--- src/sv/vn2d_pkg.sv ---
`timescale 1ns / 1ps

package vn2d_pkg;

  localparam int COORD_W  = 32;
  localparam int NOISE_W  = 18;

  localparam logic [31:0] X_OFFSET   = 32'd256;
  localparam logic [31:0] Y_OFFSET   = 32'd4096;
  localparam logic [31:0] ROW_STRIDE = 32'd11;

  localparam logic [31:0] HASH_MUL  = 32'd15731;
  localparam logic [31:0] HASH_ADD1 = 32'd789221;
  localparam logic [31:0] HASH_ADD2 = 32'd1376312589;
  localparam logic [31:0] HASH_MASK = 32'h7FFF_FFFF;

  localparam int SPLIT_LAT  = 3;
  localparam int SMOOTH_LAT = 2;
  localparam int HASH_LAT   = 4;
  localparam int BLEND_LAT  = 6;
  localparam int PIPE_LAT   = SPLIT_LAT + HASH_LAT + BLEND_LAT;
  localparam int SHAPE_DLY  = SPLIT_LAT + HASH_LAT - SMOOTH_LAT;

endpackage

--- src/sv/vn2d_hash.sv ---
`timescale 1ns / 1ps

module vn2d_hash #(
  parameter int FRAC_BITS = 16
) (
  input  logic                         clk,
  input  logic                         en,
  input  logic [31:0]                  n_in,
  output logic signed [FRAC_BITS:0]    corner
);
  import vn2d_pkg::*;

  logic [31:0] n1;
  logic [31:0] n2;
  logic [31:0] nn;
  logic [31:0] p;
  logic [31:0] q;
  logic [31:0] h;

  assign h = (q + HASH_ADD2) & HASH_MASK;

  // n*(n*n*a + b) + c, at most one multiply per stage
  always_ff @(posedge clk) begin
    if (en) begin
      nn     <= 32'(n_in * n_in);
      n1     <= n_in;
      p      <= 32'(nn * HASH_MUL) + HASH_ADD1;
      n2     <= n1;
      q      <= 32'(p * n2);
      corner <= $signed({~h[30], h[29:30-FRAC_BITS]});
    end
  end

endmodule

--- config.mk ---
export PLATFORM = sky130hd
export DESIGN_NAME = vn2d_hash
export DESIGN_NICKNAME = d
export VERILOG_FILES = /design/src/sv/vn2d_pkg.sv /design/src/sv/vn2d_hash.sv
export SDC_FILE = /design/constraint.sdc
export NUM_CORES = 2
export LEC_CHECK = 0
export ABC_AREA = 1
export BUFFER_PORTS_ARGS = -buffer_cell sky130_fd_sc_hd__buf_2
export CAP_MARGIN = 25
export CORE_AREA = 2 2 252 254
export CTS_CLUSTER_DIAMETER = 150
export DETAILED_ROUTE_END_ITERATION = 8
export DIE_AREA = 0 0 254 256
export HOLD_SLACK_MARGIN = 0.02
export PLACE_DENSITY = 0.81
export SLEW_MARGIN = 20
export SYNTH_ARGS = -nofsm -noshare
export SYNTH_HDL_FRONTEND = slang
export SYNTH_SLANG_ARGS = --single-unit
--- constraint.sdc ---
create_clock -name clk -period 14.5 [get_ports clk]
set_input_delay 4.35 -clock clk [delete_from_list [all_inputs] [get_ports clk]]
set_output_delay 4.35 -clock clk [all_outputs]
set_load 0.05 [all_outputs]
==> run metrics <==
status=complete, no violations; Hold Path Class=flip-flop to flip-flop; first-pass GRT wire length=147000 um; warnings from Yosys=0; GR Layer Usage met3=4.21%; Setup Fix Bufs, Post-CTS=0; gr ovfl total=0; final setup vio count=0; Iter 0 DRT Violations=1918; Crit. End Element=flip-flop; largest net degree at the start of global routing=95; Avg Inst Size Synth=8.98 um^2; largest cells by area after synthesis=fa_1 (43%), inv_1 (13%), edfxtp_1 (13%); initial antenna violation count=0; Routed WL=86400 um; crit path DAT=11.37 ns; CTS tree=built; Antenna Nets Post-Route=0; maxcap violations=0; Synth Flop Type=edfxtp_1; Fin Hold WS=0.413 ns; Post-synth EDFFs=169; Cell Area, Synth=40100 um^2; clk_lat worst skew=0.48 ns; vias in the first global route=31300; total die area=65000 um^2; vias per inst=5.29; min cycle time layout=11.14 ns; Initial Utilization=64.2%; Port Buf Inserts=49; CTS Hold Buffers Added=0; Worst Setup Start Kind=primary input; Area growth, synth to finish=3.89%; clk slew on worst S/H paths=0.08 ns; grt met1 use=34.9%; CTS H-tree depth=4; worst-path maximum fanout=28; Synth top area share=43.4%; Core ar.=62400 um^2; unique cell type count in the Yosys netlist=49; hold path cells=0; # diodes=0; worst slew pin tran=1.14 ns; dominant cell type by area after synthesis=fa_1; final RePlAce weighted congestion=0.914; CTS resizes=0; Clock Tree Root=clkbuf_16; count leader, synth=inv_1; die height=256 um; top post-synthesis cells by count=inv_1 (1379), nand2_1 (961), fa_1 (868); DR vias=27900; sequential share of the synthesized area=12.7%; Reg2Reg Depth=25; Fin. Hold Viols=0; max-slew violations=0; GRT Total Usage=28.6%; RSZ-0062 raised after global routing=false; Layout Nets=5696; clk sinks=169; Post-route DRC=0; GRT Max-Usage Layer=met2; met2 Resource Use GR=51.3%; Top-Level Pins=51; fmax=89.8 MHz; dpl hpwl=71000 um; Async SR Flop Fraction=0%; CTS Buffer Depth=2; Die Wd=254 um; Clock Skew=0.0196 ns; DRT Pass-1 Iters=5; FF+latch count, synth=169; cts bufs inserted=17; crit share post-route=76.8%; setup TNS=0 ns; Mapped Cells=4462; Worst slew margin=24.0%; crit path kind=primary input to flip-flop; critical path required time=14.73 ns; DR WL/cell=16.3 um; layout cells sized above 1=2.77%; Row Count=92
==> logic make-up after synthesis <==
family                   synth area share (%)
AND/OR/NAND/NOR                          11.6
flip-flops                               12.7
adder cells (fa/ha/maj)                  54.9
XOR/XNOR                                 3.83
other                                  0.0187
buffers and inverters                    14.4
AO/OA/AOI/OAI                            2.69
==> worst max-delay path, cell delays in order <==
cell and delay, ns:
buf_2 0.61, nand2_1 0.27, xor2_1 0.23, ha_1 0.20
o21bai_1 0.17, fa_1 0.54, inv_1 0.05, fa_1 0.48
fa_1 0.54, inv_1 0.05, fa_1 0.49, inv_1 0.05
fa_1 0.54, inv_1 0.05, fa_1 0.49, fa_1 0.42
ha_1 0.39, nand2_2 0.11, nor4_2 0.40, nand4_1 0.20
nand3_1 0.19, nand2_1 0.07, nand2_1 0.10, nand3_1 0.07
nand2_1 0.10, nand2_1 0.06, nand2_1 0.06, xor2_1 0.06
==> worst paths after layout <==
check / start / endpoint / slack (ns)
setup / recovery: n_in[4] / nn[28] / 3.36
hold / removal: n1[9] / n2[9] / 0.41
setup reg to reg: n2[7] / q[30] / 6.70
hold reg to reg: n1[9] / n2[9] / 0.41
==> area by class of cell <==
cell class	instances	area, um^2
multi-input combinational	2787	29300
fill	4763	20800
inverter	1388	5210
sequential	169	5070
tap	846	1060
clock buffer	17	425
timing repair buffer	63	372
clock inverter	15	191
==> state kept, by name (all words and copies together) (netlist names) <==
| register | flops |
|---|---|
| p | 30 |
| n1 | 31 |
| nn | 29 |
| n2 | 31 |
| corner | 17 |
| q | 31 |
==> per-layer routing <==
layer | routed length [um] | part of all wire (%)
met2 | 44600 | 52
met5 | 0 | 0
met4 | 3390 | 3.9
met1 | 32700 | 38
met3 | 5700 | 6.6
==> cells in the final DEF (no fill, tap or decap), types with 36 or more instances in the layout <==
| cell | instances |
|---|---|
| inv_1 | 1379 |
| nand2_1 | 961 |
| fa_1 | 868 |
| ha_1 | 368 |
| edfxtp_1 | 169 |
| a21oi_1 | 103 |
| xor2_1 | 88 |
| nor2_1 | 81 |
| xnor2_1 | 73 |
| nand3_1 | 72 |
| buf_2 | 48 |
| o21ai_0 | 36 |
==> metrics by stage <==
stage,instance area [um^2],util (%),setup slack (ns),std cells
5_1_grt,41600,66.7,3.13,5285
3_3_place_gp,41000,65.7,3.07,5251
3_5_place_dp,41000,65.7,2.91,5251
6_report,41600,66.7,3.36,5285
4_1_cts,41600,66.7,3.42,5283
2_1_floorplan,40100,-,3.66,4479
Power is left out: the tool's default activity adds up to more than one toggle a clock period on the data nets, which glitch-free logic cannot reach.
