===== config.mk =====
export PLATFORM = sky130hd
export DESIGN_NAME = vn2d_blend
export DESIGN_NICKNAME = d
export VERILOG_FILES = /design/src/sv/vn2d_pkg.sv /design/src/sv/vn2d_blend.sv
export SDC_FILE = /design/constraint.sdc
export NUM_CORES = 2
export LEC_CHECK = 0
export BUFFER_PORTS_ARGS = -buffer_cell sky130_fd_sc_hd__buf_2
export CAP_MARGIN = 25
export CORE_ASPECT_RATIO = 1.75
export CORE_MARGIN = 2
export CORE_UTILIZATION = 55
export DETAILED_ROUTE_END_ITERATION = 16
export PLACE_DENSITY = 0.72
export SLEW_MARGIN = 40
export SYNTH_ARGS = -nofsm -noshare
export SYNTH_HDL_FRONTEND = slang
export SYNTH_SLANG_ARGS = --single-unit

===== constraint.sdc =====
create_clock -name clk -period 6.79 [get_ports clk]
set_input_delay 0.679 -clock clk [delete_from_list [all_inputs] [get_ports clk]]
set_output_delay 0.679 -clock clk [all_outputs]
set_load 0.03 [all_outputs]

===== src/sv/vn2d_pkg.sv =====
`timescale 1ns / 1ps

package vn2d_pkg;

  localparam int COORD_W  = 32;
  localparam int NOISE_W  = 18;

  localparam logic [31:0] X_OFFSET   = 32'd256;
  localparam logic [31:0] Y_OFFSET   = 32'd4096;
  localparam logic [31:0] ROW_STRIDE = 32'd11;

  localparam logic [31:0] HASH_MUL  = 32'd15731;
  localparam logic [31:0] HASH_ADD1 = 32'd789221;
  localparam logic [31:0] HASH_ADD2 = 32'd1376312589;
  localparam logic [31:0] HASH_MASK = 32'h7FFF_FFFF;

  localparam int SPLIT_LAT  = 3;
  localparam int SMOOTH_LAT = 2;
  localparam int HASH_LAT   = 4;
  localparam int BLEND_LAT  = 6;
  localparam int PIPE_LAT   = SPLIT_LAT + HASH_LAT + BLEND_LAT;
  localparam int SHAPE_DLY  = SPLIT_LAT + HASH_LAT - SMOOTH_LAT;

endpackage


===== src/sv/vn2d_blend.sv =====
`timescale 1ns / 1ps

module vn2d_blend #(
  parameter int FRAC_BITS = 16
) (
  input  logic                                 clk,
  input  logic                                 en,
  input  logic signed [FRAC_BITS:0]            v00,
  input  logic signed [FRAC_BITS:0]            v10,
  input  logic signed [FRAC_BITS:0]            v01,
  input  logic signed [FRAC_BITS:0]            v11,
  input  logic [FRAC_BITS:0]                   sx,
  input  logic [FRAC_BITS:0]                   sy,
  output logic signed [vn2d_pkg::NOISE_W-1:0]  noise
);
  import vn2d_pkg::*;

  localparam int F     = FRAC_BITS;
  localparam int EXT_W = (F + 3 > NOISE_W) ? F + 3 : NOISE_W;

  // row stage
  logic signed [F:0]     a0_1, a1_1;
  logic signed [F+1:0]   dx0, dx1;
  logic [F:0]            sx1, sy1;
  logic signed [F:0]     a0_2, a1_2;
  logic signed [2*F+3:0] p0, p1;
  logic [F:0]            sy2;
  logic signed [F+1:0]   c3, d3;
  logic [F:0]            sy3;
  // column stage
  logic signed [F+2:0]   dd;
  logic signed [F+1:0]   c4;
  logic [F:0]            sy4;
  logic signed [2*F+5:0] pc;
  logic signed [F+1:0]   c5;

  logic signed [2*F+3:0] sh0, sh1;
  logic signed [2*F+5:0] shc;
  logic signed [F+1:0]   a0x, a1x;
  logic signed [F+2:0]   c5x;
  logic signed [F+2:0]   r_full;
  logic signed [EXT_W-1:0] r_ext;

  assign sh0    = p0 >>> F;
  assign sh1    = p1 >>> F;
  assign shc    = pc >>> F;
  assign a0x    = (F+2)'(a0_2);
  assign a1x    = (F+2)'(a1_2);
  assign c5x    = (F+3)'(c5);
  assign r_full = c5x + $signed(shc[F+2:0]);
  assign r_ext  = EXT_W'(r_full);

  always_ff @(posedge clk) begin
    if (en) begin
      dx0   <= (F+2)'(v10) - (F+2)'(v00);
      dx1   <= (F+2)'(v11) - (F+2)'(v01);
      a0_1  <= v00;
      a1_1  <= v01;
      sx1   <= sx;
      sy1   <= sy;

      p0    <= (2*F+4)'(dx0) * (2*F+4)'($signed({1'b0, sx1}));
      p1    <= (2*F+4)'(dx1) * (2*F+4)'($signed({1'b0, sx1}));
      a0_2  <= a0_1;
      a1_2  <= a1_1;
      sy2   <= sy1;

      c3    <= a0x + $signed(sh0[F+1:0]);
      d3    <= a1x + $signed(sh1[F+1:0]);
      sy3   <= sy2;

      dd    <= (F+3)'(d3) - (F+3)'(c3);
      c4    <= c3;
      sy4   <= sy3;

      pc    <= (2*F+6)'(dd) * (2*F+6)'($signed({1'b0, sy4}));
      c5    <= c4;

      noise <= r_ext[NOISE_W-1:0];
    end
  end

endmodule


==> results.cfg <==
[global_route]
first_global_vias = 36700
antenna_found_initial = 5
grt_max_degree = 100
use_met1_pct = 25.3
busiest_layer = met2
use_met3_pct = 3.42
grt_pass1_wl_mm = 192
groute.usage.overall_pct = 27.9
grt-ovfl-total = 0
grt_util_met2_pct = 53.7

[yosys]
ys_seq_area_share_pct = 21.9
syn-num-nets = 6056
synth_edf_count = 352
yosysUniqueCellTypes = 64
synth_flop_cell = edfxtp_1
ys_ff_latch = 352
ys_top_cells_by_area = fa_1 37%, edfxtp_1 22%, inv_1 9.5%
synthCells = 4699
synth_top_area_share_pct = 37.5
synthArstFlopShare_pct = 0
synth_area_per_cell_sq_um = 10.3
synth_warnings = 0
synthesis.area_sq_um = 48300
yosysTopAreaCell = fa_1

[placement]
routabilityCongestion = 0.932
numPortBuffers = 121
hpwlAfterDp_mm = 100
pre_cts_slack_ps = 212

[route]
drt_iter0_drc = 1410
firstDrtPassIters = 5
vias = 32400
drc = 0
wl_per_cell_um = 19.7
routed_wirelength_mm = 120
viasPerCell = 5.33
drtAntennaViolNets = 0

[sta]
hold_viol = 0
setup-violations-final = 0
drv_slew = 0
fin_crit_sh_pct = 96.5
fin_hold_ws_ps = 251
skew_ps = 25.3
period_minus_slack_ps = 6560
tns_ps = 0
slew_headroom_pct = 41.6
rsz0062_at_grt = false
worst_slack_ps = 235
max_freq_mhz = 153
worst_pin_slew_ps = 870

[worst_setup_path]
crit-reg2reg-capture = p1[30]$_DFFE_PP_
critical_path_class = reg2reg
reg2reg_slack_ps = 230
r2r_start = sx1[6]$_DFFE_PP_
setup.worst_path.start_class = flop
cp-end-kind = flop
cp_max_fo = 13
worstPathArrival_ps = 6900
crit_required_ps = 7130
r2r.worst_path.cells = 22

[floorplanning]
num_rows = 143
fp.dieW_um = 228
core_area_sq_um = 87000
die-area_sq_um = 90300
initial_core_util_pct = 55.5
die_y_um = 396
pin_count = 122

[layout]
largest_reg_flops = 19
largest-register = dd
drive_gt1_share_pct = 7.51
num_antenna_cells = 0
syn_to_final_growth_pct = 9.10
layout.nets = 6242

[cts]
cts_buffers = 38
cts.path.max_buffers = 3
cts-root-buf = clkbuf_16
clk_latency_ps = 600
clkSinkCount = 352
h-tree-depth = 2
postCtsHoldBufs = 0
clk_pin_slew_worst_paths_ps = 80
cts_tree = built

[min_path]
holdPathEnd = sx1[3]$_DFFE_PP_
min_from = sx[3]
holdPathStages = 1
hold_path.class = in2reg

[flow_run]
drv_cap = 0

[outcome]
status = completed
==> kinds of logic after synthesis <==
group | after synthesis | share of synthesized area (%)
AOI/OAI and AO/OA | 312 | 4.32
xor gates and xnor gates | 168 | 3.05
adders and majority gates | 1253 | 46.5
buffers and inverters | 1355 | 10.5
DFF | 352 | 21.9
muxes | 1 | 0.0207
and+or+nand+nor | 1258 | 13.7
==> cell type report <==
| class | count | area (sq um) |
|---|---|---|
| fill | 7397 | 34300 |
| clock inverter | 27 | 302 |
| tap | 1160 | 1450 |
| sequential | 352 | 10600 |
| timing repair buffer | 282 | 2100 |
| multi-input combinational | 2992 | 32700 |
| inverter | 1219 | 4580 |
| clock buffer | 41 | 983 |
==> cells in the mapped netlist (33+ instances only) <==
cell type / count
inv_1: 1219
fa_1: 904
and2_1: 589
nand2_1: 377
edfxtp_1: 352
ha_1: 349
xnor2_1: 135
clkbuf_1: 134
nor2_1: 98
a21oi_1: 76
o21ai_0: 61
nor3_1: 60
xor2_1: 33
==> stage by stage <==
| stage | cell area (sq um) | util, % | std cells |
|---|---|---|---|
| 2_1_floorplan | 48300 | - | 4699 |
| 3_3_place_gp | 51200 | 58.9 | 5994 |
| 3_5_place_dp | 51200 | 58.9 | 5995 |
| 4_1_cts | 52500 | 60.4 | 6063 |
| 5_1_grt | 52700 | 60.6 | 6073 |
| 6_report | 52700 | 60.6 | 6073 |
==> critical path, cell delays in order (launching register included) <==
cell and delay (ps):
edfxtp_1 580, buf_4 280, buf_4 180, and2_1 150
fa_1 530, inv_1 50, fa_1 480, fa_1 550
inv_1 70, fa_1 510, fa_1 490, inv_1 50
fa_1 510, inv_1 60, ha_1 320, and3_1 180
and3_1 160, o221ai_1 150, o21a_1 210, o21a_1 230
nor2b_2 200, o21ai_0 240, xor2_1 100
==> layout by cell type (no fill, tap or decap), drive strengths merged, types with 5 or more instances in the layout <==
cell type	instances
inv	1227
fa	904
and2	589
nand2	377
edfxtp	352
ha	349
buf	281
xnor2	135
nor2	99
a21oi	76
o21ai	67
nor3	60
clkbuf	42
xor2	33
o21a	27
nand3	26
nor2b	26
a21o	22
a211oi	20
or3	19
and3	19
o21bai	18
nand2b	15
o211ai	14
a31oi	11
clkinv	11
nor4	9
a221oi	8
o31ai	6
o22ai	5
a21boi	5
bufinv	5
o41ai	5
==> how the worst max path moves through the flow <==
stage | from | end | slack [ps] | depth (start not counted)
2_1_floorplan | sx1[3]$_DFFE_PP_ | p0[33]$_DFFE_PP_ | 800 | 21
3_3_place_gp | dd[3]$_DFFE_PP_ | pc[31]$_DFFE_PP_ | 250 | 21
3_5_place_dp | sy4[5]$_DFFE_PP_ | pc[31]$_DFFE_PP_ | 210 | 21
4_1_cts | sy4[5]$_DFFE_PP_ | pc[31]$_DFFE_PP_ | 190 | 21
5_1_grt | sx1[4]$_DFFE_PP_ | p0[28]$_DFFE_PP_ | 2 | 22
6_report | sx1[6]$_DFFE_PP_ | p1[30]$_DFFE_PP_ | 230 | 22
==> routing by layer <==
layer,wire length (um),vias up
met1,36400,16500
li1,-,14500
met3,4050,501
met4,13000,10
met2,66300,872
met5,63,-
==> repair_timing <==
action	in CTS	in global routing
gates resized for setup	0	5
setup endpoints to repair	0	7
buffers inserted	0	9
hold endpoints to repair	0	0
Power is not shown: default switching activity piles up to over one toggle a cycle in this logic, so the estimate is an artifact.
