==> config.mk <==
export PLATFORM = sky130hd
export DESIGN_NAME = vn2d_smooth
export DESIGN_NICKNAME = d
export VERILOG_FILES = /design/src/sv/vn2d_smooth.sv
export SDC_FILE = /design/constraint.sdc
export NUM_CORES = 1
export LEC_CHECK = 0
export BUFFER_PORTS_ARGS = -buffer_cell sky130_fd_sc_hd__buf_2
export CORE_ASPECT_RATIO = 1.1
export CORE_MARGIN = 4
export CORE_UTILIZATION = 65
export CTS_CLUSTER_DIAMETER = 80
export CTS_CLUSTER_SIZE = 28
export DETAILED_ROUTE_END_ITERATION = 10
export GPL_TIMING_DRIVEN = 0
export PLACE_DENSITY = 0.82
export SYNTH_ARGS = -nofsm -noshare
export SYNTH_HDL_FRONTEND = slang
export SYNTH_SLANG_ARGS = --single-unit
==> constraint.sdc <==
create_clock -name clk -period 10.8 [get_ports clk]
set_input_delay 2.16 -clock clk [delete_from_list [all_inputs] [get_ports clk]]
set_output_delay 2.16 -clock clk [all_outputs]
set_load 0.02 [all_outputs]
==> src/sv/vn2d_smooth.sv <==
`timescale 1ns / 1ps

module vn2d_smooth #(
  parameter int FRAC_BITS = 16
) (
  input  logic                  clk,
  input  logic                  en,
  input  logic [FRAC_BITS-1:0]  frac,
  output logic [FRAC_BITS:0]    shape
);

  localparam logic [FRAC_BITS+1:0] THREE = (FRAC_BITS+2)'(3) << FRAC_BITS;

  logic [2*FRAC_BITS-1:0] ff;
  logic [FRAC_BITS-1:0]   f2;
  logic [FRAC_BITS+1:0]   w;
  logic [2*FRAC_BITS+1:0] prod;

  assign ff   = (2*FRAC_BITS)'(frac) * (2*FRAC_BITS)'(frac);
  assign prod = (2*FRAC_BITS+2)'(f2) * (2*FRAC_BITS+2)'(w);

  // 3f^2 - 2f^3 as f^2 * (3 - 2f)
  always_ff @(posedge clk) begin
    if (en) begin
      f2    <= ff[2*FRAC_BITS-1:FRAC_BITS];
      w     <= THREE - {1'b0, frac, 1'b0};
      shape <= prod[2*FRAC_BITS:FRAC_BITS];
    end
  end

endmodule

==> report_table.html <==
<table>
<tr><th>Metric</th><th>Value</th></tr>
<tr><th colspan="2">Outcome</th></tr>
<tr><td>Outcome</td><td>completed</td></tr>
<tr><th colspan="2">Critical path</th></tr>
<tr><td>Crit path arrival time</td><td>9.12 ns</td></tr>
<tr><td>Max Fanout on Critical Path</td><td>10</td></tr>
<tr><td>Kind of critical path</td><td>input port to register</td></tr>
<tr><td>Flop2flop setup slack</td><td>4.01 ns</td></tr>
<tr><td>Reg-to-Reg End</td><td>shape[16]$_DFFE_PP_</td></tr>
<tr><td>Data required time at the worst endpoint</td><td>roughly 11 ns</td></tr>
<tr><td>Endpoint kind of the worst setup timing path</td><td>register</td></tr>
<tr><td>Critical register-to-register path startpoint</td><td>f2[9]$_DFFE_PP_</td></tr>
<tr><td>R2R cell count</td><td>22</td></tr>
<tr><td>Worst Setup Start Kind</td><td>input port</td></tr>
<tr><th colspan="2">Worst hold path</th></tr>
<tr><td>Hold_sp</td><td>f2[15]$_DFFE_PP_</td></tr>
<tr><td>Path type of the worst min-delay path</td><td>register to register</td></tr>
<tr><td>Hold Path Cell Cnt</td><td>4</td></tr>
<tr><td>WHS Endpoint</td><td>shape[16]$_DFFE_PP_</td></tr>
<tr><th colspan="2">Place</th></tr>
<tr><td>Count of buffers inserted at the top-level ports</td><td>30</td></tr>
<tr><td>Post-DP HPWL</td><td>32200 um</td></tr>
<tr><td>RD Place Congestion</td><td>0.952</td></tr>
<tr><th colspan="2">Timing</th></tr>
<tr><td>RSZ-0062 raised after global routing</td><td>no</td></tr>
<tr><td>Count of endpoints failing hold in the final timing report</td><td>0</td></tr>
<tr><td>Headroom to the max-slew limit</td><td>0.246</td></tr>
<tr><td>Maximum operating frequency</td><td>110 MHz</td></tr>
<tr><td>Tightest Pin Transition</td><td>1.13 ns</td></tr>
<tr><td>Period utilisation layout</td><td>0.839</td></tr>
<tr><td>Minimum period implied by the final worst setup slack</td><td>9.06 ns</td></tr>
<tr><td>Max-slew violations</td><td>0</td></tr>
<tr><td>Fin Clk Skew</td><td>0.00801 ns</td></tr>
<tr><td>Number of failing setup endpoints in the final timing report</td><td>0</td></tr>
<tr><td>Setup TNS</td><td>0 ns</td></tr>
<tr><th colspan="2">Cells and area</th></tr>
<tr><td>Final #Nets</td><td>2398</td></tr>
<tr><td>Footprint of the flip-flops and latches</td><td>0.00150 mm^2</td></tr>
<tr><td>Antenna Diode Count</td><td>0</td></tr>
<tr><td>Layout overhead on the synthesized area</td><td>4.27%</td></tr>
<tr><td>Filler cell count in the final layout</td><td>1844</td></tr>
<tr><td>Layout cell share with drive strength beyond 1</td><td>0.0259</td></tr>
<tr><td>Multi-input combinational cell area</td><td>between 0.01 and 0.015 mm^2</td></tr>
<tr><th colspan="2">Floorplan</th></tr>
<tr><td>Overall die area</td><td>0.0285 mm^2</td></tr>
<tr><td>Die width</td><td>161 um</td></tr>
<tr><td>Cell row count</td><td>61</td></tr>
<tr><td>Chip height</td><td>~180 um</td></tr>
<tr><td>Count of pins on the block boundary</td><td>35</td></tr>
<tr><td>Effective utilization at floorplan</td><td>0.662</td></tr>
<tr><td>Total core area</td><td>0.0254 mm^2</td></tr>
<tr><th colspan="2">Logic synthesis</th></tr>
<tr><td>Fraction of registers with async set or reset after synthesis</td><td>0</td></tr>
<tr><td>Count of unique library cells instantiated by Yosys</td><td>49</td></tr>
<tr><td>Main synth FF type</td><td>sky130_fd_sc_hd__edfxtp_1</td></tr>
<tr><td>Synthesized netlist net count</td><td>2361</td></tr>
<tr><td>Total of warnings raised by yosys</td><td>0</td></tr>
<tr><td>Part of the Yosys area used for sequential elements</td><td>0.0892</td></tr>
<tr><td>Post-synth top area share</td><td>0.439</td></tr>
<tr><td>Gate count of the mapped netlist</td><td>1776</td></tr>
<tr><td>Average instance area after synthesis</td><td>9.48 um^2</td></tr>
<tr><td>EDFF count, synth</td><td>50</td></tr>
<tr><td>Cell types occupying the most area after synthesis</td><td>sky130_fd_sc_hd__fa_1 (44%), sky130_fd_sc_hd__ha_1 (15%), sky130_fd_sc_hd__inv_1 (10%), sky130_fd_sc_hd__edfxtp_1 (8.9%), sky130_fd_sc_hd__and2_1 (6.4%)</td></tr>
<tr><td>Mapped Area</td><td>0.0168 mm^2</td></tr>
<tr><td>Leading cell types by count after synthesis</td><td>sky130_fd_sc_hd__inv_1 (454), sky130_fd_sc_hd__fa_1 (369), sky130_fd_sc_hd__nand2_1 (237)</td></tr>
<tr><td>Most repeated cell in the gate-level netlist after synthesis</td><td>sky130_fd_sc_hd__inv_1</td></tr>
<tr><td>Number of storage elements in the synthesis netlist</td><td>50</td></tr>
<tr><td>Yosys top cell by area</td><td>sky130_fd_sc_hd__fa_1</td></tr>
<tr><th colspan="2">Clock tree</th></tr>
<tr><td>Number of clock buffers inserted by TritonCTS</td><td>5</td></tr>
<tr><td>Clock insertion delay at the later pin of the skew report</td><td>0.31 ns</td></tr>
<tr><td>CTS root buf</td><td>sky130_fd_sc_hd__clkbuf_16</td></tr>
<tr><td>Number of buffers between clock root and the deepest sink</td><td>2</td></tr>
<tr><td>Clk slew on worst S/H paths</td><td>0.07 ns</td></tr>
<tr><td>Number of hold buffers added after CTS</td><td>0</td></tr>
<tr><td># clock sinks</td><td>50</td></tr>
<tr><td>Clock H-tree levels</td><td>2</td></tr>
<tr><td>Post-cts gate resize count</td><td>0</td></tr>
<tr><td>TritonCTS clock tree</td><td>yes</td></tr>
<tr><td>Post-CTS Setup Bufs</td><td>0</td></tr>
<tr><th colspan="2">Routing</th></tr>
<tr><td>Mean number of vias per cell</td><td>5.58</td></tr>
<tr><td>DR pass1 iterations</td><td>5</td></tr>
<tr><td>Count of vias placed by the detailed router</td><td>12000</td></tr>
<tr><td>Number of DRC violations after detailed-routing iteration 0</td><td>899</td></tr>
<tr><td>WL per Instance</td><td>17.9 um</td></tr>
<tr><td>DRC viols</td><td>0</td></tr>
<tr><td>Post-Route WL</td><td>38600 um</td></tr>
<tr><td>Final antenna-violating net count</td><td>0</td></tr>
<tr><th colspan="2">GRT</th></tr>
<tr><td>Wire length of the first global-routing pass</td><td>65400 um</td></tr>
<tr><td>Antenna violations before repair</td><td>1</td></tr>
<tr><td>Aggregate global-route resource usage</td><td>0.290</td></tr>
<tr><td>Largest net degree at the start of global routing</td><td>51</td></tr>
<tr><td>Via count of the first global-routing pass</td><td>13500</td></tr>
<tr><td>GR Overflow Total</td><td>0</td></tr>
<tr><th colspan="2">Flow run</th></tr>
<tr><td>Max-cap violations</td><td>0</td></tr>
</table>
[per-layer routing]
layer	wire, um	global-route usage	part of all wire
met1	14300	0.362	0.37
met2	19200	0.492	0.50
met3	3320	0.0582	0.086
met4	1790	0.132	0.046
met5	70	0.0122	0.0018
[cells in the final DEF (no fill, tap or decap), types with 5 or more instances in the layout]
master / instances
sky130_fd_sc_hd__a21o_1: 16
sky130_fd_sc_hd__a21oi_1: 32
sky130_fd_sc_hd__and2_1: 172
sky130_fd_sc_hd__buf_2: 30
sky130_fd_sc_hd__clkbuf_1: 62
sky130_fd_sc_hd__clkbuf_16: 5
sky130_fd_sc_hd__edfxtp_1: 50
sky130_fd_sc_hd__fa_1: 369
sky130_fd_sc_hd__ha_1: 198
sky130_fd_sc_hd__inv_1: 454
sky130_fd_sc_hd__nand2_1: 237
sky130_fd_sc_hd__nand3_1: 8
sky130_fd_sc_hd__nand4_1: 6
sky130_fd_sc_hd__nor2_1: 30
sky130_fd_sc_hd__nor2b_1: 6
sky130_fd_sc_hd__nor3_1: 7
sky130_fd_sc_hd__o21ai_0: 13
sky130_fd_sc_hd__xnor2_1: 40
sky130_fd_sc_hd__xor2_1: 18
[worst max-delay path, cell delays in order]
cell and delay (ns):
sky130_fd_sc_hd__buf_2 0.10, sky130_fd_sc_hd__clkbuf_1 0.55, sky130_fd_sc_hd__clkbuf_1 0.63, sky130_fd_sc_hd__nand2_1 0.21, sky130_fd_sc_hd__inv_1 0.12, sky130_fd_sc_hd__fa_1 0.42, sky130_fd_sc_hd__inv_1 0.08, sky130_fd_sc_hd__fa_1 0.42
sky130_fd_sc_hd__inv_1 0.09, sky130_fd_sc_hd__fa_1 0.44, sky130_fd_sc_hd__fa_1 0.49, sky130_fd_sc_hd__fa_1 0.57, sky130_fd_sc_hd__fa_1 0.42, sky130_fd_sc_hd__ha_1 0.34, sky130_fd_sc_hd__nand4_1 0.13, sky130_fd_sc_hd__nor3_1 0.26
sky130_fd_sc_hd__o21ai_0 0.18, sky130_fd_sc_hd__nand4_1 0.25, sky130_fd_sc_hd__a21oi_1 0.18, sky130_fd_sc_hd__o31ai_1 0.62, sky130_fd_sc_hd__nor4_1 0.13, sky130_fd_sc_hd__a311o_1 0.34
[how the worst max path moves through the flow]
stage                     startpoint          endpoint  slack (ns)
after floorplan              frac[9]  f2[15]$_DFFE_PP_        2.89
after global placement       frac[9]  f2[15]$_DFFE_PP_        1.53
after detailed placement     frac[9]  f2[15]$_DFFE_PP_        1.40
after CTS                    frac[9]  f2[15]$_DFFE_PP_        1.71
after global routing         frac[9]  f2[15]$_DFFE_PP_        1.27
final                        frac[4]  f2[15]$_DFFE_PP_        1.74
[stage by stage]
step	cells	util	setup slack (ns)	cell area (um^2)	hold WS [ns]
2_1_floorplan	1776	-	2.89	16800	0.914
3_3_place_gp	2152	0.685	1.53	17400	1.23
3_5_place_dp	2152	0.685	1.40	17400	1.24
4_1_cts	2159	0.691	1.71	17600	1.25
5_1_grt	2159	0.691	1.27	17600	1.35
6_report	2159	0.691	1.74	17600	1.26
[sequential cells by signal (all words and copies together) (netlist names)]
register	cells
shape	17
w	17
f2	16
[final cells by class]
class / count / area share
inverter: 454 / 0.0971
tap: 346 / 0.0247
clock buffer: 5 / 0.00713
timing repair buffer: 30 / 0.00855
multi-input combinational: 1209 / 0.763
buffer: 63 / 0.0135
clock inverter: 2 / 0.000570
sequential: 50 / 0.0855
[kinds of logic after synthesis]
| kind of cell | after synthesis | share of synthesized area |
|---|---|---|
| and+or+nand+nor | 488 | 0.142 |
| adders and majority gates | 567 | 0.586 |
| buffers and inverters | 517 | 0.115 |
| muxes | 1 | 0.000669 |
| xor gates and xnor gates | 58 | 0.0302 |
| DFF | 50 | 0.0892 |
| AOI/OAI and AO/OA | 95 | 0.0369 |
Power is not shown: default switching activity piles up to over one toggle a cycle in this logic, so the estimate is an artifact.
