===== src/sv/vn2d_pkg.sv =====
`timescale 1ns / 1ps

package vn2d_pkg;

  localparam int COORD_W  = 32;
  localparam int NOISE_W  = 18;

  localparam logic [31:0] X_OFFSET   = 32'd256;
  localparam logic [31:0] Y_OFFSET   = 32'd4096;
  localparam logic [31:0] ROW_STRIDE = 32'd11;

  localparam logic [31:0] HASH_MUL  = 32'd15731;
  localparam logic [31:0] HASH_ADD1 = 32'd789221;
  localparam logic [31:0] HASH_ADD2 = 32'd1376312589;
  localparam logic [31:0] HASH_MASK = 32'h7FFF_FFFF;

  localparam int SPLIT_LAT  = 3;
  localparam int SMOOTH_LAT = 2;
  localparam int HASH_LAT   = 4;
  localparam int BLEND_LAT  = 6;
  localparam int PIPE_LAT   = SPLIT_LAT + HASH_LAT + BLEND_LAT;
  localparam int SHAPE_DLY  = SPLIT_LAT + HASH_LAT - SMOOTH_LAT;

endpackage


===== src/sv/vn2d_split.sv =====
`timescale 1ns / 1ps

module vn2d_split #(
  parameter int FRAC_BITS = 16
) (
  input  logic                                 clk,
  input  logic                                 en,
  input  logic signed [vn2d_pkg::COORD_W-1:0]  x_coord,
  input  logic signed [vn2d_pkg::COORD_W-1:0]  y_coord,
  output logic [31:0]                          n00,
  output logic [31:0]                          n10,
  output logic [31:0]                          n01,
  output logic [31:0]                          n11
);
  import vn2d_pkg::*;

  logic signed [COORD_W-1:0] xs;
  logic signed [COORD_W-1:0] ys;
  logic [31:0] xc;
  logic [31:0] yc;
  logic [31:0] base;
  logic [31:0] i10;
  logic [31:0] i01;
  logic [31:0] i11;

  assign xs = x_coord >>> FRAC_BITS;
  assign ys = y_coord >>> FRAC_BITS;

  assign i10 = base + 32'd1;
  assign i01 = base + ROW_STRIDE;
  assign i11 = base + ROW_STRIDE + 32'd1;

  // cells, then lattice base, then pre-hash mix of each corner
  always_ff @(posedge clk) begin
    if (en) begin
      xc   <= 32'(xs) + X_OFFSET;
      yc   <= 32'(ys) + Y_OFFSET;
      base <= xc + 32'(yc * ROW_STRIDE);
      n00  <= (base << 13) ^ base;
      n10  <= (i10 << 13) ^ i10;
      n01  <= (i01 << 13) ^ i01;
      n11  <= (i11 << 13) ^ i11;
    end
  end

endmodule


===== config.mk =====
export PLATFORM = sky130hd
export DESIGN_NAME = vn2d_split
export DESIGN_NICKNAME = d
export VERILOG_FILES = /design/src/sv/vn2d_pkg.sv /design/src/sv/vn2d_split.sv
export SDC_FILE = /design/constraint.sdc
export NUM_CORES = 1
export LEC_CHECK = 0
export BUFFER_PORTS_ARGS = -buffer_cell sky130_fd_sc_hd__buf_2
export CORE_ASPECT_RATIO = 0.7
export CORE_MARGIN = 1
export CORE_UTILIZATION = 35
export CTS_CLUSTER_SIZE = 25
export DETAILED_ROUTE_END_ITERATION = 6
export GPL_ROUTABILITY_DRIVEN = 0
export PLACE_DENSITY = 0.62
export SYNTH_ARGS = -nofsm -noshare
export SYNTH_HDL_FRONTEND = slang
export SYNTH_SLANG_ARGS = --single-unit

===== constraint.sdc =====
create_clock -name clk -period 5.2 [get_ports clk]
set_clock_uncertainty 0.2 [all_clocks]
set_input_delay 0.52 -clock clk [delete_from_list [all_inputs] [get_ports clk]]
set_output_delay 0.52 -clock clk [all_outputs]
set_load 0.1 [all_outputs]

==> flow_summary_export.csv, run 1 <==
group,metric,value,unit
status,status,"finished, final reports clean",
route,wl,26.2,mm
route,drc_errors,0,
global_route,grt_pass1_vias,6842,
clock_tree,clk_latency,460,ps
sta,max_freq,0.209,GHz
setup_path,end_kind,"flip-flop",
finish,nets,1189,
floorplan,dieArea,32500,um^2
synth,yosysWarnings,0,
setup_path,critPathLaunchType,"flip-flop",
floorplan,rows,54,
sta,setup_tns,0,ps
route,dr.pass1.iters,6,
worst_hold_path,hold_class,"in2reg",
synth,synth.area.top_cells,"edfxtp_1 (52%), xnor2_1 (9.0%), ha_1 (5.8%), xor2_1 (5.6%), fa_1 (5.6%)",
route,first_iter_violations,606,
setup_path,crit_arrival,4780,ps
setup_path,rrSetupSlack,410,ps
synth,async_flop_share,0,%
floorplan,start_util,35.7,%
floorplan,coreArea,31200,um^2
setup_path,worstPathMaxFanout,5,
synth,synth_flop_cell,"edfxtp_1",
global_route,antenna_found_initial,0,
sta,maxSlewViolCount,0,
clock_tree,htreeDepth,4,
setup_path,max_stage_delay,510,ps
setup_path,crit_cells,14,
global_route,grt_max_degree,107,
synth,ys_ff_latch,192,
sta,fin_crit,4790,ps
synth,seq_area_frac_synth,51.8,%
clock_tree,cts_tree,"yes",
setup_path,slowest_stage,"fa_1",
sta,finalCritPeriodShare,92.1,%
worst_hold_path,min_from,"x_coord[21]",
synth,synth_most_common_cell,"edfxtp_1",
clock_tree,clk_pin_slew,80,ps
setup_path,cpLargestDelayFamily,"compound AO/OA/AOI/OAI gates",
synth,synth.distinct_cells,74,
finish,drive_gt1_share,22.5,%
global_route,grt_overflow_total,0,
placed_design,post-dp-hpwl,19.8,mm
finish,n_antenna_cell,0,
setup_path,path_cells,"ha_1 -> inv_1 -> fa_1 -> fa_1 -> inv_1 -> ha_1 -> o21a_1 -> a2111oi_1 -> o21bai_1 -> a32oi_2 -> a311oi_1 -> a2111o_1 -> a21oi_2 -> xor2_1",
synth,syn_area_per_cell,12.6,um^2
synth,ys_top_cells_by_count,"edfxtp_1 (192), xnor2_1 (114), inv_1 (106), xor2_1 (71), ha_1 (52)",
route,wire_per_inst,17.8,um
clock_tree,clockBufferDepth,2,
clock_tree,cts.sinks,192,
global_route,grt_pass1_wl,40.2,mm
floorplan,die_h,151,um
floorplan,die_x,215,um
run,maxCapViolCount,0,
setup_path,critPathBufInv,2,
synth,synth_edf_count,192,
setup_path,worstSetupPathType,"reg2reg",
synth,synthCells,883,
finish,area_delta_synth_final,16.4,%
setup_path,r2r_end,"base[22]$_DFFE_PP_",
sta,worstMarginPinSlew,911,ps
setup_path,timing.rr.start,"yc[3]$_DFFE_PP_",
floorplan,io_pins,194,
clock_tree,cts_made_buffers,17,
synth,synth_area,11100,um^2
clock_tree,root_buffer,"clkbuf_16",
sta,slew_headroom,39.3,%
route,post_drt_via_cell_ratio,4.79,
worst_hold_path,hold_depth,1,
synth,synthesis.nets,1032,
global_route,track_usage,16.7,%
placed_design,port_buffers,161,
synth,yosysTopAreaCellShare,51.8,%
route,drtAntennaViolNets,0,
worst_hold_path,min_to,"xc[5]$_DFFE_PP_",
sta,grt_setup_unrepaired,"no",
setup_path,r2r_cells,14,
synth,yosysTopAreaCell,"edfxtp_1",
route,vias,7062,
sta,hold_viol_final,0,
setup_path,crit_required,5190,ps
sta,setup_violations,0,
==> cells by family after synthesis <==
kind of cell	synth area share [%]
flops	51.8
xor+xnor	15.1
simple gates	9.39
buf+inv	5.25
compound gates	6.87
fa+ha+maj	11.4
mux	0.180
==> cell usage in the layout, fill, tap and decap left out, types with 4 or more instances in the layout <==
cell type      count
xor2_1            71
o21ai_0           15
edfxtp_1         192
o211ai_1           5
buf_4              6
xnor2_1          114
nand2_1           35
a21bo_2            4
nor2_1            37
nand4_1           15
nor3_1            17
fa_1              31
a211oi_1           5
o21a_1             4
inv_8              4
inv_1            106
and4_1             8
or2_2              4
a21o_1             9
dlygate4sd3_1      4
buf_2            160
ha_1              52
nand3_1           23
clkbuf_16         17
and2_1             4
a21oi_1           19
nor4_1             4
nor3_2             4
==> through the flow <==
step / setup WS, ps / util [%] / hold slack [ps] / cell area (um^2) / instances
floorplan: 899 / - / 221 / 11100 / 883
global placement: 495 / 39.5 / 348 / 12300 / 1437
detailed placement: 493 / 39.5 / 354 / 12300 / 1437
CTS: 454 / 41.5 / 1.90 / 13000 / 1473
global route: 222 / 41.5 / 10.3 / 13000 / 1473
finish: 411 / 41.5 / 32.9 / 13000 / 1473
==> worst max-delay path by stage <==
stage,start,to
floorplan,yc[1]$_DFFE_PP_,base[22]$_DFFE_PP_
global placement,yc[3]$_DFFE_PP_,base[22]$_DFFE_PP_
detailed placement,yc[3]$_DFFE_PP_,base[22]$_DFFE_PP_
CTS,yc[1]$_DFFE_PP_,base[22]$_DFFE_PP_
global route,yc[1]$_DFFE_PP_,base[22]$_DFFE_PP_
finish,yc[3]$_DFFE_PP_,base[22]$_DFFE_PP_
==> worst reg2reg max path, cell delays in order (launching register included) <==
cell,delay (ps)
edfxtp_1,460
ha_1,300
inv_1,50
fa_1,470
fa_1,510
inv_1,40
ha_1,320
o21a_1,150
a2111oi_1,480
o21bai_1,230
a32oi_2,370
a311oi_1,150
a2111o_1,430
a21oi_2,260
xor2_1,100
==> flip-flops by register name, summed over array words and instances (netlist names) <==
| name | flops |
|---|---|
| n01 | 31 |
| n10 | 32 |
| n00 | 32 |
| base | 32 |
| xc | 17 |
| yc | 17 |
| n11 | 31 |
==> timing repair <==
item	CTS	global route
setup buffers	0	0
hold endpoints to repair	4	0
hold buffers	4	0
resized for setup	0	0
==> metal layers <==
layer | vias up | track usage (%) | wire length [um]
met5 | - | 0 | 0
li1 | 3399 | - | -
met1 | 3388 | 24.4 | 13100
met3 | 26 | 3.98 | 1570
met4 | 0 | 4.79 | 300
met2 | 249 | 24.4 | 11200
==> cell type report <==
cell class / instances / area, um^2
Clock buffer: 17 / 425
Clock inverter: 15 / 164
Fill cell: 2959 / 18300
Inverter: 106 / 398
Multi-Input combinational cell: 552 / 4780
Sequential cell: 192 / 5770
Tap cell: 420 / 526
Timing Repair Buffer: 171 / 900
Power of run 1 is not shown: default switching activity piles up to over one toggle a cycle in this logic, so the estimate is an artifact.
==> inputs of run 2 (changes only) <==
- RECOVER_POWER: not set -> 100
==> run 2 against run 1 <==
Compared with the run above:
- the flow now finishes with violations (max-capacitance violations, max-slew violations)
- first-iteration DRC count decreased by 6.1%
- sequential share of layout area increased by 0.93 points
- via count decreased by 0.17%
- clock-buffer cell count unchanged
- wire length increased by 0.54%
- cell area decreased by 2.0%
- cell count unchanged
- register-to-register slack got worse by 96 ps
- maximum frequency decreased by 2.0%
- core utilization decreased by 0.85 points
- setup slack got worse by 96 ps
- critical endpoint unchanged
- largest cell class unchanged
==> flow_summary_export.csv, run 2 (synthesis gave the netlist of run 1 again) <==
group,metric,value,unit
worst_hold_path,hold_depth,1,
sta,max_freq,0.205,GHz
route,drtAntennaViolNets,0,
finish,reg_top3,"base (32), n00 (32), n10 (32)",
clock_tree,clk_latency,460,ps
setup_path,critPathLaunchType,"flip-flop",
floorplan,rows,54,
global_route,antenna_found_initial,0,
floorplan,dieArea,32500,um^2
global_route,grt_pass1_vias,6842,
status,violations,"max-capacitance violations, max-slew violations",
worst_hold_path,hold_class,"in2reg",
setup_path,worstPathMaxFanout,5,
setup_path,timing.rr.start,"yc[3]$_DFFE_PP_",
setup_path,worstSetupPathType,"reg2reg",
floorplan,die_h,151,um
sta,fin_crit,4890,ps
sta,setup_violations,0,
sta,grt_setup_unrepaired,"no",
global_route,grt_overflow_total,0,
floorplan,io_pins,194,
clock_tree,clockBufferDepth,2,
route,first_iter_violations,569,
route,dr.pass1.iters,5,
finish,drive_gt1_share,8.74,%
sta,setup_tns,0,ps
floorplan,die_x,215,um
global_route,grt_pass1_wl,40.2,mm
global_route,track_usage,16.7,%
placed_design,port_buffers,161,
route,wl_met1,13.2,mm
worst_hold_path,min_from,"x_coord[21]",
finish,final_cell_mix,"edfxtp_1 (192), clkbuf_1 (134), xnor2_1 (114)",
route,wl_met3,1.60,mm
floorplan,start_util,35.7,%
clock_tree,cts_made_buffers,17,
sta,maxSlewViolCount,142,
route,drc_errors,0,
run,maxCapViolCount,2,
setup_path,r2r_end,"base[22]$_DFFE_PP_",
global_route,grt_max_degree,107,
sta,finalCritPeriodShare,93.9,%
clock_tree,htreeDepth,4,
route,wire_per_inst,17.9,um
finish,area_delta_synth_final,14.0,%
finish,nets,1189,
finish,n_antenna_cell,0,
sta,slew_headroom,-79.9,%
finish,final_common_cell,"edfxtp_1",
finish,multiInputGateArea,4710,um^2
finish,fill_cells,3029,
setup_path,crit_required,5190,ps
sta,hold_viol_final,0,
clock_tree,cts_tree,"yes",
floorplan,coreArea,31200,um^2
setup_path,rrSetupSlack,310,ps
finish,final_util,40.7,%
route,highest_layer,"met4",
route,wl,26.3,mm
route,wl_met2,11.2,mm
clock_tree,root_buffer,"clkbuf_16",
clock_tree,clk_pin_slew,80,ps
route,vias,7050,
clock_tree,cts.sinks,192,
setup_path,crit_arrival,4880,ps
finish,ff_latch_area,5770,um^2
setup_path,r2r_cells,14,
placed_design,post-dp-hpwl,19.8,mm
clock_tree,ctsResizeCount,0,
route,post_drt_via_cell_ratio,4.79,
worst_hold_path,min_to,"xc[5]$_DFFE_PP_",
status,status,"finished, violations left",
setup_path,end_kind,"flip-flop",
sta,worstMarginPinSlew,2700,ps
==> run 2: cell types whose count changed in the layout (fill, tap and decap cells not counted), sizes merged <==
cell    previous run  this run
buf              166        31
clkbuf            18       153
==> run 2: metal layers <==
| layer | track usage (%) | vias up |
|---|---|---|
| met5 | 0 | - |
| li1 | - | 3402 |
| met2 | 24.4 | 220 |
| met3 | 3.98 | 23 |
| met4 | 4.79 | 0 |
| met1 | 24.4 | 3405 |
==> run 2: through the flow <==
stage / hold slack, ps / instance area, um^2 / instances / setup WS, ps
6_report: 33.4 / 12700 / 1473 / 315
3_3_place_gp: 348 / 12300 / 1437 / 495
4_1_cts: 1.90 / 13000 / 1473 / 454
3_5_place_dp: 354 / 12300 / 1437 / 493
2_1_floorplan: 221 / 11100 / 883 / 899
5_1_grt: 10.3 / 12700 / 1473 / 154
==> run 2: critical path, stage by stage (launching register included) <==
cell       delay [ps]
edfxtp_1          460
ha_1              300
inv_1              50
fa_1              470
fa_1              510
inv_1              40
ha_1              320
o21a_1            150
a2111oi_0         540
o21bai_1          250
a32oi_2           390
a311oi_1          150
a2111o_1          430
a21oi_2           260
xor2_1            100
==> run 2: timing repair <==
action                                  CTS  global route
endpoints found under the hold margin     4             0
setup buffers                             0             0
hold buffers                              4             0
endpoints found under the setup margin    0             0
==> run 2: cell type report <==
cell class,count,area share (%)
sequential,192,45.4
inverter,106,3.13
clock buffer,17,3.35
multi-input combinational,552,37.1
clock inverter,15,1.29
tap,420,4.14
timing repair buffer,171,5.60
==> run 2: worst max path at each step <==
stage	startpoint	to	depth (start not counted)
4_1_cts	yc[1]$_DFFE_PP_	base[22]$_DFFE_PP_	14
2_1_floorplan	yc[1]$_DFFE_PP_	base[22]$_DFFE_PP_	14
3_3_place_gp	yc[3]$_DFFE_PP_	base[22]$_DFFE_PP_	14
6_report	yc[3]$_DFFE_PP_	base[22]$_DFFE_PP_	14
3_5_place_dp	yc[3]$_DFFE_PP_	base[22]$_DFFE_PP_	14
5_1_grt	yc[1]$_DFFE_PP_	base[22]$_DFFE_PP_	14
Power of run 2 is left out for the same reason.
